## src/rtl/gwb_pkg.sv

```systemverilog
// Types, constants and helper functions for the grey-world white balance block.
package gwb_pkg;

	localparam int MEAN_W = 20;
	localparam int GAIN_W = 16;
	localparam int PROD_W = MEAN_W + GAIN_W;
	localparam int SUM_W  = GAIN_W + 2;

	localparam int APB_AW = 4;
	localparam int APB_DW = 32;

	typedef logic [MEAN_W-1:0] mean_t;
	typedef logic [GAIN_W-1:0] gain_t;
	typedef logic [PROD_W-1:0] prod_t;
	typedef logic [SUM_W-1:0]  sum_t;
	typedef logic [1:0]        reg_idx_t;

	localparam reg_idx_t REG_UNITY = 2'd0;
	localparam reg_idx_t REG_MIN   = 2'd1;
	localparam reg_idx_t REG_MAX   = 2'd2;

	localparam gain_t UNITY_RST    = 16'd256;
	localparam gain_t GAIN_MIN_RST = 16'd64;
	localparam gain_t GAIN_MAX_RST = 16'd1023;
	localparam gain_t GAIN_RST     = 16'd256;

	typedef enum logic [2:0] {
		ST_IDLE,
		ST_MUL,
		ST_START,
		ST_DIV,
		ST_CLAMP,
		ST_MOVE,
		ST_OUT
	} state_t;

	typedef enum logic {
		CH_RED,
		CH_BLUE
	} chan_t;

	// Lower bound first, then upper bound.
	function automatic gain_t clamp_gain(prod_t v, gain_t lo, gain_t hi);
		prod_t t;
		t = (v < prod_t'(lo)) ? prod_t'(lo) : v;
		return (t > prod_t'(hi)) ? hi : t[GAIN_W-1:0];
	endfunction

endpackage

```

## src/rtl/gwb_if.sv

```systemverilog
// Handshake channel interfaces for the statistics input and the gain output.
interface gwb_in_if;
	logic           valid;
	logic           ready;
	gwb_pkg::mean_t blue_mean;
	gwb_pkg::mean_t green_mean;
	gwb_pkg::mean_t red_mean;

	modport source (output valid, output blue_mean, output green_mean, output red_mean,
		input ready);
	modport sink (input valid, input blue_mean, input green_mean, input red_mean,
		output ready);
endinterface

interface gwb_out_if;
	logic           valid;
	logic           ready;
	gwb_pkg::gain_t red_gain_out;
	gwb_pkg::gain_t green_gain_out;
	gwb_pkg::gain_t blue_gain_out;
	logic           gain_changed;

	modport source (output valid, output red_gain_out, output green_gain_out,
		output blue_gain_out, output gain_changed, input ready);
	modport sink (input valid, input red_gain_out, input green_gain_out,
		input blue_gain_out, input gain_changed, output ready);
endinterface

```

## src/rtl/grey_world_white_balance_step.sv

```systemverilog
// Grey-world white balance step: sequencer, gain state and configuration registers.
//
// stat_in carries one frame's blue, green and red means; gain_out returns one item
// per input item with the red, green and blue gains and a changed flag.
// Both channels use valid/ready; an item moves when both are high at a clock edge.
// Configuration (unity_gain, gain_min, gain_max) sits on an APB port at byte
// addresses 0, 4 and 8; write only while the block is idle.
// Each item makes two passes through the one shared radix-2 divider (red, then
// blue), each with setup, clamp and move states. When any mean is zero the
// divider is skipped and the gains hold.
// stat_in.ready is high only while the sequencer is idle, so no new item is
// taken while the last one is still being computed.
// A finished result waits in the output register while the next item is taken
// and computed; if the receiver still stalls when that next result is ready,
// the sequencer holds until the output register frees.
// Reset (arst_n low) clears the sequencer and the output valid, sets both gains
// to 256 and loads the default register values.
module grey_world_white_balance_step (
	input  logic                       clk,
	input  logic                       arst_n,
	gwb_in_if.sink                     stat_in,
	gwb_out_if.source                  gain_out,
	input  logic                       psel,
	input  logic                       penable,
	input  logic                       pwrite,
	input  logic [gwb_pkg::APB_AW-1:0] paddr,
	input  logic [gwb_pkg::APB_DW-1:0] pwdata,
	output logic [gwb_pkg::APB_DW-1:0] prdata,
	output logic                       pready
);

	gwb_pkg::state_t   state_q;
	gwb_pkg::state_t   state_d;
	gwb_pkg::chan_t    sel_q;

	gwb_pkg::gain_t    unity_q;
	gwb_pkg::gain_t    gmin_q;
	gwb_pkg::gain_t    gmax_q;
	gwb_pkg::gain_t    red_q;
	gwb_pkg::gain_t    blue_q;

	gwb_pkg::mean_t    b_q;
	gwb_pkg::mean_t    g_q;
	gwb_pkg::mean_t    r_q;
	gwb_pkg::prod_t    prod_q;
	logic              zero_q;
	gwb_pkg::gain_t    tgt_q;
	gwb_pkg::gain_t    new_r_q;
	gwb_pkg::gain_t    new_b_q;

	logic              out_valid_q;
	gwb_pkg::gain_t    out_red_q;
	gwb_pkg::gain_t    out_green_q;
	gwb_pkg::gain_t    out_blue_q;
	logic              out_chg_q;

	logic              accept;
	logic              any_zero;
	logic              out_free;
	logic              load;
	logic              div_start;
	logic              div_done;
	gwb_pkg::mean_t    div_dvs;
	gwb_pkg::prod_t    div_quo;
	gwb_pkg::gain_t    old_gain;
	gwb_pkg::sum_t     move_sum;
	gwb_pkg::gain_t    move_n;
	gwb_pkg::gain_t    move_gain;
	logic              cfg_wr;
	gwb_pkg::reg_idx_t cfg_idx;

	assign accept   = stat_in.valid && stat_in.ready;
	assign any_zero = (b_q == '0) || (g_q == '0) || (r_q == '0);
	assign out_free = !out_valid_q || gain_out.ready;
	assign div_dvs  = (sel_q == gwb_pkg::CH_RED) ? r_q : b_q;

	gwb_div #(
		.DVD_W(gwb_pkg::PROD_W),
		.DVS_W(gwb_pkg::MEAN_W)
	) u_div (
		.clk      (clk),
		.arst_n   (arst_n),
		.start    (div_start),
		.dividend (prod_q),
		.divisor  (div_dvs),
		.done     (div_done),
		.quotient (div_quo)
	);

	always_comb begin
		state_d = state_q;
		case (state_q)
			gwb_pkg::ST_IDLE: begin
				if (stat_in.valid) state_d = gwb_pkg::ST_MUL;
			end
			gwb_pkg::ST_MUL: begin
				state_d = any_zero ? gwb_pkg::ST_OUT : gwb_pkg::ST_START;
			end
			gwb_pkg::ST_START: begin
				state_d = gwb_pkg::ST_DIV;
			end
			gwb_pkg::ST_DIV: begin
				if (div_done) state_d = gwb_pkg::ST_CLAMP;
			end
			gwb_pkg::ST_CLAMP: begin
				state_d = gwb_pkg::ST_MOVE;
			end
			gwb_pkg::ST_MOVE: begin
				state_d = (sel_q == gwb_pkg::CH_RED) ? gwb_pkg::ST_START : gwb_pkg::ST_OUT;
			end
			gwb_pkg::ST_OUT: begin
				if (out_free) state_d = gwb_pkg::ST_IDLE;
			end
			default: begin
				state_d = gwb_pkg::ST_IDLE;
			end
		endcase
	end

	always_comb begin
		stat_in.ready = 1'b0;
		div_start     = 1'b0;
		load          = 1'b0;
		case (state_q)
			gwb_pkg::ST_IDLE:  stat_in.ready = 1'b1;
			gwb_pkg::ST_START: div_start     = 1'b1;
			gwb_pkg::ST_OUT:   load          = out_free;
			default: begin
				stat_in.ready = 1'b0;
			end
		endcase
	end

	always_comb begin
		old_gain  = (sel_q == gwb_pkg::CH_RED) ? red_q : blue_q;
		move_sum  = (gwb_pkg::sum_t'(old_gain) << 1) + gwb_pkg::sum_t'(old_gain)
			+ gwb_pkg::sum_t'(tgt_q);
		move_n    = move_sum[gwb_pkg::SUM_W-1:2];
		move_gain = gwb_pkg::clamp_gain(gwb_pkg::prod_t'(move_n), gmin_q, gmax_q);
	end

	always_ff @(posedge clk or negedge arst_n) begin
		if (!arst_n) begin
			state_q     <= gwb_pkg::ST_IDLE;
			sel_q       <= gwb_pkg::CH_RED;
			red_q       <= gwb_pkg::GAIN_RST;
			blue_q      <= gwb_pkg::GAIN_RST;
			out_valid_q <= 1'b0;
		end else begin
			state_q <= state_d;
			if (state_q == gwb_pkg::ST_MUL) begin
				sel_q <= gwb_pkg::CH_RED;
			end else if (state_q == gwb_pkg::ST_MOVE) begin
				sel_q <= gwb_pkg::CH_BLUE;
			end
			if (load) begin
				out_valid_q <= 1'b1;
				if (!zero_q) begin
					red_q  <= new_r_q;
					blue_q <= new_b_q;
				end
			end else if (gain_out.ready) begin
				out_valid_q <= 1'b0;
			end
		end
	end

	always_ff @(posedge clk) begin
		if (accept) begin
			b_q <= stat_in.blue_mean;
			g_q <= stat_in.green_mean;
			r_q <= stat_in.red_mean;
		end
		if (state_q == gwb_pkg::ST_MUL) begin
			prod_q <= gwb_pkg::prod_t'(unity_q) * gwb_pkg::prod_t'(g_q);
			zero_q <= any_zero;
		end
		if (state_q == gwb_pkg::ST_CLAMP) begin
			tgt_q <= gwb_pkg::clamp_gain(div_quo, gmin_q, gmax_q);
		end
		if (state_q == gwb_pkg::ST_MOVE) begin
			if (sel_q == gwb_pkg::CH_RED) begin
				new_r_q <= move_gain;
			end else begin
				new_b_q <= move_gain;
			end
		end
		if (load) begin
			out_green_q <= unity_q;
			if (zero_q) begin
				out_red_q  <= red_q;
				out_blue_q <= blue_q;
				out_chg_q  <= 1'b0;
			end else begin
				out_red_q  <= new_r_q;
				out_blue_q <= new_b_q;
				out_chg_q  <= (new_r_q != red_q) || (new_b_q != blue_q);
			end
		end
	end

	assign gain_out.valid          = out_valid_q;
	assign gain_out.red_gain_out   = out_red_q;
	assign gain_out.green_gain_out = out_green_q;
	assign gain_out.blue_gain_out  = out_blue_q;
	assign gain_out.gain_changed   = out_chg_q;

	assign pready  = 1'b1;
	assign cfg_wr  = psel && penable && pwrite;
	assign cfg_idx = paddr[3:2];

	always_ff @(posedge clk or negedge arst_n) begin
		if (!arst_n) begin
			unity_q <= gwb_pkg::UNITY_RST;
			gmin_q  <= gwb_pkg::GAIN_MIN_RST;
			gmax_q  <= gwb_pkg::GAIN_MAX_RST;
		end else if (cfg_wr) begin
			case (cfg_idx)
				gwb_pkg::REG_UNITY: unity_q <= pwdata[gwb_pkg::GAIN_W-1:0];
				gwb_pkg::REG_MIN:   gmin_q  <= pwdata[gwb_pkg::GAIN_W-1:0];
				gwb_pkg::REG_MAX:   gmax_q  <= pwdata[gwb_pkg::GAIN_W-1:0];
				default: begin
					unity_q <= unity_q;
				end
			endcase
		end
	end

	always_comb begin
		case (cfg_idx)
			gwb_pkg::REG_UNITY: prdata = gwb_pkg::APB_DW'(unity_q);
			gwb_pkg::REG_MIN:   prdata = gwb_pkg::APB_DW'(gmin_q);
			gwb_pkg::REG_MAX:   prdata = gwb_pkg::APB_DW'(gmax_q);
			default:            prdata = '0;
		endcase
	end

endmodule

```

## src/rtl/gwb_div.sv

```systemverilog
// Restoring radix-2 divider, one quotient bit per cycle.
module gwb_div #(
	parameter int DVD_W = gwb_pkg::PROD_W,
	parameter int DVS_W = gwb_pkg::MEAN_W
) (
	input  logic             clk,
	input  logic             arst_n,
	input  logic             start,
	input  logic [DVD_W-1:0] dividend,
	input  logic [DVS_W-1:0] divisor,
	output logic             done,
	output logic [DVD_W-1:0] quotient
);

	localparam int CNT_W = (DVD_W > 1) ? $clog2(DVD_W) : 1;
	localparam logic [CNT_W-1:0] CNT_LAST = CNT_W'(DVD_W - 1);

	logic             busy_q;
	logic             done_q;
	logic [CNT_W-1:0] cnt_q;
	logic [DVS_W-1:0] rem_q;
	logic [DVS_W-1:0] dvs_q;
	logic [DVD_W-1:0] qd_q;

	logic [DVS_W:0]   rem_sh;
	logic [DVS_W:0]   diff;
	logic             ge;
	logic [DVS_W-1:0] rem_d;
	logic [DVD_W-1:0] qd_d;

	always_comb begin
		rem_sh = {rem_q, qd_q[DVD_W-1]};
		diff   = rem_sh - {1'b0, dvs_q};
		ge     = (rem_sh >= {1'b0, dvs_q});
		rem_d  = ge ? diff[DVS_W-1:0] : rem_sh[DVS_W-1:0];
		qd_d   = {qd_q[DVD_W-2:0], ge};
	end

	always_ff @(posedge clk or negedge arst_n) begin
		if (!arst_n) begin
			busy_q <= 1'b0;
			done_q <= 1'b0;
			cnt_q  <= '0;
		end else begin
			done_q <= 1'b0;
			if (start) begin
				busy_q <= 1'b1;
				cnt_q  <= '0;
			end else if (busy_q) begin
				cnt_q <= cnt_q + CNT_W'(1);
				if (cnt_q == CNT_LAST) begin
					busy_q <= 1'b0;
					done_q <= 1'b1;
				end
			end
		end
	end

	always_ff @(posedge clk) begin
		if (start) begin
			dvs_q <= divisor;
			qd_q  <= dividend;
			rem_q <= '0;
		end else if (busy_q) begin
			rem_q <= rem_d;
			qd_q  <= qd_d;
		end
	end

	assign done     = done_q;
	assign quotient = qd_q;

endmodule

```

## src/flat_wrapper.sv

```systemverilog
// flat-port wrapper written by rule: the top's interface ports become plain ports
module grey_world_white_balance_step_flat 
  (clk, arst_n, psel, penable, pwrite, paddr, pwdata, prdata, pready, stat_in_valid, stat_in_blue_mean, stat_in_green_mean, stat_in_red_mean, stat_in_ready, gain_out_valid, gain_out_red_gain_out, gain_out_green_gain_out, gain_out_blue_gain_out, gain_out_gain_changed, gain_out_ready);
  gwb_in_if stat_in_i ();
  gwb_out_if gain_out_i ();
  input  logic clk;
  input  logic arst_n;
  input  logic psel;
  input  logic penable;
  input  logic pwrite;
  input  logic [gwb_pkg::APB_AW-1:0] paddr;
  input  logic [gwb_pkg::APB_DW-1:0] pwdata;
  output logic [gwb_pkg::APB_DW-1:0] prdata;
  output logic pready;
  input wire logic [$bits(stat_in_i.valid)-1:0] stat_in_valid;
  input wire logic [$bits(stat_in_i.blue_mean)-1:0] stat_in_blue_mean;
  input wire logic [$bits(stat_in_i.green_mean)-1:0] stat_in_green_mean;
  input wire logic [$bits(stat_in_i.red_mean)-1:0] stat_in_red_mean;
  output wire logic [$bits(stat_in_i.ready)-1:0] stat_in_ready;
  output wire logic [$bits(gain_out_i.valid)-1:0] gain_out_valid;
  output wire logic [$bits(gain_out_i.red_gain_out)-1:0] gain_out_red_gain_out;
  output wire logic [$bits(gain_out_i.green_gain_out)-1:0] gain_out_green_gain_out;
  output wire logic [$bits(gain_out_i.blue_gain_out)-1:0] gain_out_blue_gain_out;
  output wire logic [$bits(gain_out_i.gain_changed)-1:0] gain_out_gain_changed;
  input wire logic [$bits(gain_out_i.ready)-1:0] gain_out_ready;
  assign stat_in_i.valid = stat_in_valid;
  assign stat_in_i.blue_mean = stat_in_blue_mean;
  assign stat_in_i.green_mean = stat_in_green_mean;
  assign stat_in_i.red_mean = stat_in_red_mean;
  assign stat_in_ready = stat_in_i.ready;
  assign gain_out_valid = gain_out_i.valid;
  assign gain_out_red_gain_out = gain_out_i.red_gain_out;
  assign gain_out_green_gain_out = gain_out_i.green_gain_out;
  assign gain_out_blue_gain_out = gain_out_i.blue_gain_out;
  assign gain_out_gain_changed = gain_out_i.gain_changed;
  assign gain_out_i.ready = gain_out_ready;
  grey_world_white_balance_step u_core (.clk(clk), .arst_n(arst_n), .stat_in(stat_in_i), .gain_out(gain_out_i), .psel(psel), .penable(penable), .pwrite(pwrite), .paddr(paddr), .pwdata(pwdata), .prdata(prdata), .pready(pready));
endmodule
```

## config.mk

```make
export PLATFORM = sky130hd
export DESIGN_NAME = grey_world_white_balance_step_flat
export DESIGN_NICKNAME = d
export VERILOG_FILES = /design/src/rtl/gwb_pkg.sv /design/src/rtl/gwb_if.sv /design/src/rtl/grey_world_white_balance_step.sv /design/src/rtl/gwb_div.sv /design/src/flat_wrapper.sv
export SDC_FILE = /design/constraint.sdc
export NUM_CORES = 1
export LEC_CHECK = 0
export ABC_CLOCK_PERIOD_IN_PS = 9700
export BUFFER_PORTS_ARGS = -buffer_cell sky130_fd_sc_hd__buf_2
export CAP_MARGIN = 20
export CORE_MARGIN = 2
export CORE_UTILIZATION = 30
export CTS_CLUSTER_SIZE = 25
export DETAILED_ROUTE_END_ITERATION = 6
export GPL_TIMING_DRIVEN = 0
export PLACE_DENSITY = 0.47
export SYNTH_ARGS = -nofsm -noshare
export SYNTH_HDL_FRONTEND = slang
export SYNTH_HIERARCHICAL = 1
export SYNTH_SLANG_ARGS = --single-unit
```

## constraint.sdc

```tcl
create_clock -name clk -period 9.7 [get_ports clk]
set_clock_uncertainty 0.05 [all_clocks]
set_input_delay 0.485 -clock clk [delete_from_list [all_inputs] [get_ports clk]]
set_output_delay 0.485 -clock clk [all_outputs]
set_load 0.01 [all_outputs]
```

==> results.py, run 1 <==
metrics = {
    "grt": {
        "grt_overflow_total": 0,
        "grtUsageTotal": 0.1736,
        "grtUsageMet1": 0.2246,
        "use_met2": 0.2842,
        "grt_pass1_wl_um": 129600,
        "grt_pass1_vias": 21639,
        "busiest_layer": "met2",
        "grtUsageMet3": 0.03841,
        "antenna_found_initial": 5,
        "grt_max_degree": 62,
    },
    "floorplanning": {
        "io_pins": 187,
        "coreArea_um2": 95150,
        "start_util": 0.3032,
        "dieArea_um2": 98670,
        "rows": 113,
        "die_y_um": 314.1,
        "die_x_um": 314.1,
    },
    "sta": {
        "maxSlewHeadroom": 0.3421,
        "maxSlewViolCount": 0,
        "max_freq_mhz": 110.1,
        "setup_ws_ps": 619.1,
        "period_minus_slack_ps": 9081,
        "setup_viol": 0,
        "final.period_utilization": 0.9362,
        "rsz0062_at_grt": "no",
        "worst_pin_slew_ps": 986.9,
        "hold_viol_final": 0,
    },
    "clock_tree": {
        "cts_root_buffer": "clkbuf_16",
        "cts.sinks": 363,
        "htree_levels": 2,
        "clk_pin_slew_ps": 60,
        "max-clock-path-buffers": 3,
        "cts_buffers": 45,
        "cts_tree": "built",
        "postCtsSetupBuffers": 0,
        "clock_latency_ps": 620,
    },
    "yosys": {
        "ys_seq_area_frac": 0.3554,
        "synthDistinctLibCells": 78,
        "synth-edff-count": 250,
        "yosys-top-cells-area": "edfxtp_1 (26%), fa_1 (19%), ha_1 (8.9%)",
        "synth_ff_type": "edfxtp_1",
        "avgSynthCellArea_um2": 11.06,
        "synthCells": 2609,
        "yosys_warnings": 6,
        "ys_ff_latch": 363,
        "ys_top_cells_by_count": "inv_1 (329), nand2_1 (315), fa_1 (267), edfxtp_1 (250), mux2_2 (225)",
        "syn_area_um2": 28850,
        "synth_async_sr_flop_share": 0.2562,
        "synth_top_area_share": 0.2602,
        "synth.most_common_cell": "inv_1",
        "synth_area_leader_cell": "edfxtp_1",
    },
    "worst_setup_path": {
        "rr_worst_depth": 25,
        "max_stage_delay_ps": 770,
        "reg2reg_to": "u_core/new_b_q[9]",
        "critPathArrivalTime_ps": 9380,
        "worstSetupPathType": "register to register",
        "required_ps": 10000,
        "r2r-start": "u_core/sel_q",
        "critPathSlowestCell": "buf_1",
        "r2r_slack_ps": 620,
        "cp_max_fo": 10,
        "cp-end-kind": "register",
        "start_kind": "register",
    },
    "route": {
        "wire_per_inst_um": 20.21,
        "vias": 20176,
        "ant_nets": 0,
        "wirelength_um": 84730,
        "viasPerCell": 4.813,
        "drc": 0,
        "drt_iter0_markers": 1280,
        "dr.pass1.iters": 7,
    },
    "placement": {
        "hpwl_um": 67290,
        "place_congestion": 0.8890,
        "port_buffers": 151,
        "post-place-ws_ps": -56.35,
        "place_area_um2": 31390,
    },
    "job": {
        "max_cap_viol_count": 0,
    },
    "final_layout": {
        "multi_input_area_um2": 16850,
        "syn_to_final_growth_pct": 16.69,
        "final_nets": 3466,
        "post-route-util": 0.3538,
        "diodes": 0,
        "design_area_um2": 33660,
        "seqCellArea_um2": 10250,
        "fillCellCount": 9459,
        "drive_gt1_frac": 0.1814,
    },
    "min_path": {
        "worst_hold_path_type": "primary input to register",
        "hold_start": "pwdata[7]",
        "min_path_cells": 3,
        "min_to": "u_core/gmax_q[7]",
    },
    "status": {
        "status": "complete, no violations",
    },
}
==> routing by layer <==
layer  up-vias  wire length, um
met4         6             3138
li1       9369                -
met2       616            39510
met5         -               23
met3       169             5514
met1     10016            36550
==> state kept, by name, summed over array words and instances (netlist names), 3 cells and up <==
signal	count
u_core/new_r_q	16
u_core/unity_q	16
u_core/u_div/cnt_q	6
u_core/u_div/dvs_q	20
u_core/red_q	16
u_core/gain_out.blue_gain_out	16
u_core/r_q	20
u_core/tgt_q	16
u_core/u_div/quotient	36
u_core/gain_out.red_gain_out	16
u_core/state_q	3
u_core/gmin_q	16
u_core/blue_q	16
u_core/g_q	20
u_core/gmax_q	16
u_core/prod_q	36
u_core/b_q	20
u_core/u_div/rem_q	20
u_core/gain_out.green_gain_out	16
u_core/new_b_q	16
==> worst max-delay path by stage <==
stage / end / slack, ps / start
global route: u_core/new_b_q[9] / 110 / u_core/sel_q
finish: u_core/new_b_q[9] / 620 / u_core/sel_q
detailed placement: u_core/new_b_q[9] / -60 / u_core/sel_q
CTS: u_core/new_b_q[9] / 130 / u_core/sel_q
floorplan: u_core/new_b_q[10] / 2420 / u_core/sel_q
global placement: u_core/new_b_q[9] / 40 / u_core/sel_q
==> cell families (layout without fill, tap and decap cells) <==
kind of cell               after synthesis  after routing  share of synthesized area
xor gates and xnor gates                89             89                    0.02702
DFF                                    363            363                     0.3554
buffers and inverters                  461            764                    0.06362
other                                    2             17                  0.0002603
and+or+nand+nor                        646            646                     0.1071
adders and majority gates              473            473                     0.2746
muxes                                  258            258                    0.09927
AOI/OAI and AO/OA                      317            317                    0.07273
==> per-stage QoR <==
| stage | hold slack [ps] | TNS, ps | cells |
|---|---|---|---|
| 2_1_floorplan | 139.4 | 0 | 2624 |
| 3_3_place_gp | 429.8 | 0 | 4040 |
| 3_5_place_dp | 430.1 | -661.8 | 4047 |
| 4_1_cts | 10.91 | 0 | 4192 |
| 5_1_grt | 43.35 | 0 | 4192 |
| 6_report | 56.79 | 0 | 4192 |
==> cell type report <==
type / count / area share
clock buffer: 53 / 0.03527
inverter: 329 / 0.03668
sequential: 363 / 0.3045
multi-input combinational: 1800 / 0.5004
buffer: 132 / 0.01791
tap: 1265 / 0.04702
timing repair buffer: 219 / 0.04434
clock inverter: 31 / 0.01379
==> worst max-delay path: cells and delay by family (launching register included) <==
kind / cells / cell delay, ps
AOI/OAI and AO/OA: 13 / 3450
adders and majority gates: 4 / 1690
buffers and inverters: 4 / 1600
muxes: 3 / 1290
DFF: 1 / 490
xor gates and xnor gates: 1 / 220
==> layout by cell type, fill, tap and decap left out, types with 8 or more instances in the layout <==
| cell | instances |
|---|---|
| conb_1 | 17 |
| nor2b_1 | 16 |
| nand3_1 | 29 |
| nor4_1 | 32 |
| o21a_1 | 15 |
| nand2b_1 | 15 |
| o21ai_0 | 84 |
| dfxtp_1 | 20 |
| inv_1 | 327 |
| a211oi_1 | 11 |
| clkbuf_1 | 92 |
| buf_2 | 159 |
| a32oi_1 | 8 |
| buf_1 | 13 |
| bufinv_16 | 10 |
| clkbuf_16 | 46 |
| nor3_1 | 17 |
| mux2i_1 | 33 |
| buf_4 | 21 |
| ha_1 | 206 |
| xor2_1 | 21 |
| dlygate4sd3_1 | 61 |
| mux2_2 | 225 |
| o31ai_1 | 8 |
| edfxtp_1 | 250 |
| o21bai_1 | 8 |
| and2_1 | 104 |
| nand4_1 | 21 |
| dfrtp_1 | 79 |
| and3_1 | 13 |
| nor2_1 | 59 |
| fa_1 | 267 |
| dfstp_2 | 14 |
| a21o_1 | 37 |
| xnor2_1 | 68 |
| nand2_1 | 315 |
| a21oi_1 | 79 |
==> timing repair <==
item | 4_1_cts | 5_1_grt
hold endpoints to repair | 89 | 0
gates resized for setup | 1 | 2
endpoints found under the setup margin | 18 | 32
cloned | 0 | 0
hold buffers | 61 | 0
Power of run 1 is left out: the tool's default activity adds up to more than one toggle a clock period on the data nets, which glitch-free logic cannot reach.
==> inputs of run 2 (changes only) <==
Settings changed: ABC_CLOCK_PERIOD_IN_PS 9700 to 10670, REMOVE_ABC_BUFFERS from default to 1.
Clock period 9.7 ns to 10.67 ns, I/O delays scaled along.
==> run 2 against run 1 <==
- clock-buffer cell count increased by 12
- flip-flop and latch count is the same
- register-to-register slack improved by 1200 ps
- cell count fell by 4.2%
- core utilization fell by 1.0 points
- critical path depth unchanged
- cell area down 2.9%
- sequential share of layout area is 0.93 points higher
- non-clock buffer count fell by 177
- worst hold slack got worse by 7.2 ps
- global-route usage decreased by 1.8 points
- worst setup slack gained 1200 ps
- largest cell class unchanged
- highest routed layer is now met4
==> results.py, run 2 (synthesized netlist as in run 1, its figures left out) <==
metrics = {
    "worst_setup_path": {
        "cp_max_fo": 27,
        "required_ps": 10960,
        "r2r-start": "u_core/sel_q",
        "start_kind": "register",
        "max_stage_delay_ps": 780,
        "critPathSlowestCell": "a311o_1",
        "critical_path_buf_inv_count": 3,
        "critPathArrivalTime_ps": 9180,
        "r2r_slack_ps": 1780,
        "critical_path.top_delay_family": "compound AO/OA/AOI/OAI gates",
        "rr_worst_depth": 25,
        "cp-end-kind": "register",
        "reg2reg_to": "u_core/new_b_q[3]",
        "worstSetupPathType": "register to register",
    },
    "min_path": {
        "hold_start": "stat_in_blue_mean[19]",
        "worst_hold_path_type": "primary input to register",
        "min_path_cells": 1,
        "min_to": "u_core/b_q[19]",
    },
    "floorplanning": {
        "dieArea_um2": 98670,
        "coreArea_um2": 95150,
        "die_x_um": 314.1,
        "start_util": 0.3032,
        "io_pins": 187,
        "rows": 113,
        "die_y_um": 314.1,
    },
    "final_layout": {
        "post-route-util": 0.3434,
        "final_cell_mix": "inv_1 (327), nand2_1 (315), fa_1 (267)",
        "layout_commonest_cell": "inv_1",
        "fillCellCount": 9438,
        "syn_to_final_growth_pct": 13.26,
        "multi_input_area_um2": 16860,
        "drive_gt1_frac": 0.1868,
        "seqCellArea_um2": 10250,
        "final_nets": 3290,
    },
    "grt": {
        "grt_overflow_total": 0,
        "grtUsageTotal": 0.1555,
        "antenna_found_initial": 4,
        "grt_pass1_wl_um": 119500,
        "grt_pass1_vias": 20786,
        "grt_max_degree": 61,
    },
    "sta": {
        "max_freq_mhz": 112.5,
        "rsz0062_at_grt": "no",
        "final.period_utilization": 0.8332,
        "hold_viol_final": 0,
        "maxSlewViolCount": 0,
        "maxSlewHeadroom": 0.2722,
        "period_minus_slack_ps": 8890,
        "setup_viol": 0,
        "worst_pin_slew_ps": 1092,
        "tns_ps": 0,
    },
    "placement": {
        "port_buffers": 151,
        "place_congestion": 0.9303,
        "hpwl_um": 58780,
    },
    "clock_tree": {
        "cts_tree": "built",
        "clk_pin_slew_ps": 60,
        "cts_root_buffer": "clkbuf_16",
        "htree_levels": 2,
        "postCtsSetupBuffers": 0,
        "clock_latency_ps": 610,
        "cts_buffers": 46,
        "max-clock-path-buffers": 3,
        "cts-resized-gates": 0,
        "cts.sinks": 363,
        "postCtsHoldBufs": 1,
    },
    "route": {
        "wire_per_inst_um": 18.92,
        "ant_nets": 0,
        "drc": 0,
        "viasPerCell": 4.771,
        "dr.pass1.iters": 5,
        "vias": 19170,
        "wirelength_um": 76000,
        "drt_iter0_markers": 1010,
    },
    "status": {
        "status": "complete, no violations",
    },
    "job": {
        "max_cap_viol_count": 0,
    },
}
==> run 2: per-layer routing <==
layer  vias to the layer above  routed length (um)  track usage
met5                         -                   0            0
met4                         0                2096      0.04937
met3                       100                3694      0.02668
met2                       393               34800       0.2527
met1                      9659               35420       0.2109
li1                       9018                   -            -
==> run 2: per-stage QoR <==
| stage | instances | cell area [um2] | hold slack (ps) | worst slack, ps |
|---|---|---|---|---|
| floorplan | 2492 | 28310 | 187.9 | 2769 |
| detailed placement | 3924 | 31000 | 431.7 | 1784 |
| global placement | 3908 | 30640 | 422.2 | 471.1 |
| global route | 4017 | 32670 | 20.54 | 1242 |
| CTS | 4011 | 32560 | 11.65 | 1775 |
| finish | 4018 | 32680 | 49.63 | 1780 |
==> run 2: layout make-up <==
class	count	area share
inverter	329	0.03779
clock buffer	65	0.03925
clock inverter	21	0.008156
multi-input combinational	1800	0.5161
tap	1265	0.04844
timing repair buffer	174	0.03642
sequential	363	0.3138
antenna	1	0.00007658
==> run 2: worst register-to-register path, cell delays in order (launching register included) <==
cell and delay (ps):
dfrtp_2 620, buf_12 270, mux2i_1 380, inv_1 90
fa_1 490, fa_1 500, a211oi_1 410, o21ai_0 210
a31oi_1 380, o31a_1 220, o21a_1 170, o21ai_0 150
ha_1 330, nand4_1 130, o31ai_2 610, buf_4 320
mux2_2 380, ha_1 300, nor2b_1 140, o21a_1 160
o21a_1 160, o21ai_0 190, o211ai_1 190, a2111oi_0 470
a311o_1 780, mux2_2 490
==> run 2: how the worst max path moves through the flow <==
stage,start,slack (ps),depth (start not counted),end
3_5_place_dp,u_core/sel_q,1780,25,u_core/new_r_q[3]
2_1_floorplan,u_core/sel_q,2770,22,u_core/new_b_q[10]
4_1_cts,u_core/sel_q,1770,25,u_core/new_b_q[3]
6_report,u_core/sel_q,1780,25,u_core/new_b_q[3]
3_3_place_gp,u_core/sel_q,470,23,u_core/new_r_q[3]
5_1_grt,u_core/sel_q,1240,25,u_core/new_r_q[3]
Power of run 2 is left out for the same reason.
